## src/rtl/ube_pkg.sv

```systemverilog
// Package for the unicycle base and arm Euler step unit.
// Holds fixed-point constants, the CORDIC angle table, shared types and the saturating add.
// No dependencies.
package ube_pkg;

	localparam int DEF_NUM_JOINTS   = 7;
	localparam int DEF_FRAC_BITS    = 16;
	localparam int MAX_JOINT_FIELDS = 7;
	localparam int CORDIC_ITERS     = 20;
	localparam int ITER_W           = 5;
	localparam int PADDR_W          = 3;

	localparam logic [15:0] DT_RESET       = 16'd655;
	localparam logic [29:0] INV_TWO_PI     = 30'd683565276;
	localparam logic [30:0] HALF_PI_Q30    = 31'd1686629713;
	localparam logic [31:0] CORDIC_GAIN_INV = 32'd652032874;

	// Register index decoded from paddr[2].
	localparam logic REG_DT_STEP = 1'b0;

	typedef enum logic {
		REQ_STEP = 1'b0,
		REQ_LOAD = 1'b1
	} req_type_t;

	typedef struct packed {
		logic               start;
		logic signed [31:0] z0;
	} cordic_req_t;

	typedef struct packed {
		logic               done;
		logic signed [31:0] x;
		logic signed [31:0] y;
	} cordic_rsp_t;

	function automatic logic signed [31:0] atan_lut(input logic [ITER_W-1:0] i);
		logic signed [31:0] r;
		case (i)
			5'd0:    r = 32'sd843314857;
			5'd1:    r = 32'sd497837829;
			5'd2:    r = 32'sd263043837;
			5'd3:    r = 32'sd133525159;
			5'd4:    r = 32'sd67021687;
			5'd5:    r = 32'sd33543516;
			5'd6:    r = 32'sd16775851;
			5'd7:    r = 32'sd8388437;
			5'd8:    r = 32'sd4194283;
			5'd9:    r = 32'sd2097149;
			5'd10:   r = 32'sd1048576;
			5'd11:   r = 32'sd524288;
			5'd12:   r = 32'sd262144;
			5'd13:   r = 32'sd131072;
			5'd14:   r = 32'sd65536;
			5'd15:   r = 32'sd32768;
			5'd16:   r = 32'sd16384;
			5'd17:   r = 32'sd8192;
			5'd18:   r = 32'sd4096;
			5'd19:   r = 32'sd2048;
			default: r = 32'sd0;
		endcase
		return r;
	endfunction

	// Adds an increment to a 32-bit value and clamps to the signed 32-bit range.
	function automatic logic signed [31:0] sat_add(input logic signed [31:0] a,
		input logic signed [51:0] inc);
		logic signed [52:0] s;
		logic signed [31:0] r;
		s = {{21{a[31]}}, a} + {inc[51], inc};
		if (s[52:31] == '0 || s[52:31] == '1) begin
			r = s[31:0];
		end else if (s[52]) begin
			r = 32'sh8000_0000;
		end else begin
			r = 32'sh7FFF_FFFF;
		end
		return r;
	endfunction

endpackage

```

## src/rtl/ube_cordic.sv

```systemverilog
// Iterative rotation-mode CORDIC producing cosine and sine in Q2.30, one iteration a cycle.
// Depends on ube_pkg for the angle table, gain constant and request/response types.
module ube_cordic
	import ube_pkg::*;
(
	input  logic        clk,
	input  logic        arst_n,
	input  cordic_req_t req,
	output cordic_rsp_t rsp
);

	logic                    busy_q;
	logic                    done_q;
	logic [ITER_W-1:0]       iter_q;
	logic signed [31:0]      x_q;
	logic signed [31:0]      y_q;
	logic signed [31:0]      z_q;
	logic signed [31:0]      xs;
	logic signed [31:0]      ys;
	logic signed [31:0]      ang;

	assign xs  = x_q >>> iter_q;
	assign ys  = y_q >>> iter_q;
	assign ang = atan_lut(iter_q);

	always_ff @(posedge clk or negedge arst_n) begin
		if (!arst_n) begin
			busy_q <= 1'b0;
			done_q <= 1'b0;
			iter_q <= '0;
		end else begin
			done_q <= 1'b0;
			if (req.start) begin
				busy_q <= 1'b1;
				iter_q <= '0;
			end else if (busy_q) begin
				if (iter_q == ITER_W'(CORDIC_ITERS - 1)) begin
					busy_q <= 1'b0;
					done_q <= 1'b1;
				end
				iter_q <= iter_q + 1'b1;
			end
		end
	end

	always_ff @(posedge clk) begin
		if (req.start) begin
			x_q <= CORDIC_GAIN_INV;
			y_q <= '0;
			z_q <= req.z0;
		end else if (busy_q) begin
			if (!z_q[31]) begin
				x_q <= x_q - ys;
				y_q <= y_q + xs;
				z_q <= z_q - ang;
			end else begin
				x_q <= x_q + ys;
				y_q <= y_q - xs;
				z_q <= z_q + ang;
			end
		end
	end

	assign rsp.done = done_q;
	assign rsp.x    = x_q;
	assign rsp.y    = y_q;

endmodule

```

## config.mk

```make
export PLATFORM = sky130hd
export DESIGN_NAME = ube_cordic
export DESIGN_NICKNAME = d
export VERILOG_FILES = /design/src/rtl/ube_pkg.sv /design/src/rtl/ube_cordic.sv
export SDC_FILE = /design/constraint.sdc
export NUM_CORES = 1
export LEC_CHECK = 0
export BUFFER_PORTS_ARGS = -buffer_cell sky130_fd_sc_hd__buf_2
export CORE_ASPECT_RATIO = 0.5
export CORE_MARGIN = 2
export CORE_UTILIZATION = 58
export CTS_CLUSTER_DIAMETER = 150
export DETAILED_ROUTE_END_ITERATION = 10
export PLACE_DENSITY_LB_ADDON = 0.1
export SLEW_MARGIN = 20
export SYNTH_ARGS = -nofsm -noshare
export SYNTH_HDL_FRONTEND = slang
export SYNTH_SLANG_ARGS = --single-unit
```

## constraint.sdc

```tcl
create_clock -name clk -period 5.6 [get_ports clk]
set_input_delay 1.12 -clock clk [delete_from_list [all_inputs] [get_ports clk]]
set_output_delay 1.12 -clock clk [all_outputs]
set_load 0.01 [all_outputs]
```

==> qor.csv <==
stage;metric;value;unit
routing;drt initial violations;2778;
timing;Slew Viols, Final;0;
layout;most common cell after layout, fill and taps aside;buf_4;
timing;worst slew pin tran;1.114;ns
timing;period utilization;1.045;
synthesis;flops & latches, synth;103;
die;die area;28220;sq um
layout;share of cells above drive strength 1;0.3891;
layout;most frequent cells in the layout;450 x buf_4, 169 x nand2_1, 165 x nor2_1, 116 x a21oi_1, 107 x ha_1;
clocking;TritonCTS clock tree;done;
placement;pre-CTS WS;-0.3911;ns
routing;drt wl/cell;25.09;um
die;cell row count;42;
layout;# nets final;2506;
synthesis;top cell type by total area after synthesis;mux4_2;
flow_run;Max-Cap Viols;0;
clocking;CTS Hold Buffers Added;0;
grt;remaining global-route overflow;0;
routing;DR vias;18740;
die;die width;235.6;um
routing;drt pass-1 iters;7;
timing;maximum clock frequency;0.1708;GHz
timing;endpoints failing setup;5;
synthesis;xor/xnor share of the synthesized area;0.09235;
placement;IO Port Bufs;99;
setup_path;Startpoint Class;flip-flop;
setup_path;CP Max Fanout;8;
synthesis;async set-or-reset flop fraction in the synthesized netlist;0.06796;
routing;post-DR vias/cell;6.913;
grt;largest net degree at the start of global routing;78;
outcome;status;complete, but fails checks;
synthesis;Post-synth EDFFs;32;
clocking;clock tree buffer depth;2;
grt;number of global-route vias before repair;17340;
placement;gpl congestion;1.036;
clocking;Sink Count;103;
synthesis;mux share of post-synthesis cell area;0.2005;
synthesis;Mapped Area;15550;sq um
setup_path;Worst Path Required;5.89;ns
synthesis;Yosys top cell area share;0.1072;
synthesis;Seq/Total Area, Yosys;0.1554;
timing;min Tclk post-route;5.853;ns
setup_path;Setup crit end kind;flip-flop;
outcome;failing checks;setup timing;
synthesis;post-synthesis adder-cell area fraction;0.09718;
grt;first-pass GRT wire length;99320;um
synthesis;post-synthesis compound-gate area fraction;0.2344;
synthesis;simple-gate share of the synthesized area;0.1730;
clocking;clk_lat worst skew;0.41;ns
clocking;cts bufs inserted;9;
timing;relative slew slack;0.2570;
layout;area delta synth->final;35.78;%
die;die height;119.8;um
synthesis;top cells by area, synth;mux4_2 11%, ha_1 9.3%, dfxtp_1 8.2%;
routing;DRC;0;
layout;Util after Layout;0.8006;
grt;antenna violations before repair;2;
die;Core ar.;26380;sq um
synthesis;ys flop type;dfxtp_1;
placement;hpwl dp;50010;um
synthesis;largest family of logic cells by synthesized area;compound AO/OA/AOI/OAI gates;
setup_path;CP arrival;6.15;ns
routing;final wirelength;68020;um
clocking;clock root buffer;clkbuf_16;
synthesis;cell count after synthesis;1879;
die;Top Ports;100;
synthesis;Netlist cell types;97;
synthesis;Syn Nets;2033;
clocking;CTS HTree Levels;3;
grt;GRT Total Usage;0.4548;
timing;Setup Skew;0.01054;ns
setup_path;Worst Setup Path Type;reg -> reg;
min_path;worst hold path type;in -> async;
die;initial core utilization;0.5896;
clocking;clk slew on worst S/H paths;0.08;ns
routing;post-route ant nets;0;
timing;RSZ-0062 raised after global routing;true;
synthesis;yosys warns;0;
synthesis;mean post-synth cell area;8.278;sq um
timing;Fin. Hold Viols;0;
timing;setup ws final;-0.2532;ns
==> routing by layer <==
layer | track usage | vias up | share of wire
met5 | 0 | - | 0
met4 | 0.1724 | 0 | 0.052
met3 | 0.1323 | 346 | 0.14
met2 | 0.6958 | 1531 | 0.42
met1 | 0.6099 | 8857 | 0.38
li1 | - | 8008 | -
==> cells in the mapped netlist (52+ instances only) <==
library cell  count
nand2_1         171
nor2_1          173
a21o_1           52
clkbuf_1         63
xor2_1           73
mux2i_1          94
ha_1            116
o21ai_0         107
xnor2_1          91
dfxtp_1          64
mux4_2           74
a21oi_1         142
==> worst paths after layout <==
kind | startpoint | endpoint | slack (ns) | depth (start not counted)
worst min-delay path | arst_n | busy_q | 0.54 | 1
worst max-delay path | iter_q[1] | y_q[31] | -0.25 | 24
min in group clk | x_q[0] | x_q[0] | 0.57 | 2
worst min register to register | x_q[0] | x_q[0] | 0.57 | 2
max in group asynchronous | arst_n | iter_q[0] | 4.87 | 1
worst max register to register | iter_q[1] | y_q[31] | -0.25 | 24
==> layout make-up <==
| class | count | area [sq um] |
|---|---|---|
| Multi-Input combinational cell | 1617 | 13420 |
| Timing Repair Buffer | 579 | 4348 |
| Sequential cell | 103 | 2432 |
| Tap cell | 352 | 440.4 |
| Inverter | 42 | 167.7 |
| Clock buffer | 9 | 225.2 |
| Clock inverter | 7 | 85.08 |
| Antenna cell | 2 | 5.005 |
| Fill cell | 1680 | 5261 |
==> worst max-delay path: stages (launching register included) <==
cell and delay (ns):
dfrtp_4 0.51, buf_6 0.15, bufbuf_16 0.27, buf_4 0.15, mux4_2 0.37, buf_4 0.18
buf_4 0.13, mux2_2 0.25, mux2_2 0.31, o41ai_2 0.32, nand4_1 0.21, inv_1 0.12
a31oi_1 0.11, xor2_1 0.27, ha_1 0.32, buf_4 0.16, a21oi_1 0.22, o21ai_0 0.15
nand2_1 0.13, a311oi_2 0.13, a21o_1 0.23, a211o_1 0.32, or2_4 0.25, mux2i_4 0.17
mux2_4 0.31
==> logic make-up (layout without fill, tap and decap cells) <==
| kind of cell | Yosys count | in the layout |
|---|---|---|
| AO/OA/AOI/OAI | 557 | 557 |
| XOR/XNOR | 164 | 164 |
| adder cells (fa/ha/maj) | 119 | 119 |
| buffers and inverters | 159 | 637 |
| flip-flops | 103 | 103 |
| multiplexers | 213 | 213 |
| other | 0 | 2 |
| AND/OR/NAND/NOR | 564 | 564 |
==> registers in the layout (all words and copies together), names as in the netlist <==
register	count
busy_q	1
z_q	32
x_q	32
iter_q	5
y_q	32
done_q	1
==> repair_timing <==
action                                  CTS  global route
pin swaps                                37           119
buffers inserted                         40            40
endpoints found under the setup margin   17            38
gates resized for setup                  82           175
cloned                                    1             0
==> through the flow <==
stage	area, sq um	std cells	TNS (ns)	hold slack [ns]
final	21120	2711	-0.5126	0.5431
after global routing	21110	2709	-2.383	0.5549
after CTS	20110	2677	-0.05446	0.5495
after detailed placement	19140	2620	-2.920	0.5526
after global placement	19140	2620	-1.101	0.5300
after floorplan	15610	1879	0	0.5188
Power is left out: the tool's default activity adds up to more than one toggle a clock period on the data nets, which glitch-free logic cannot reach.
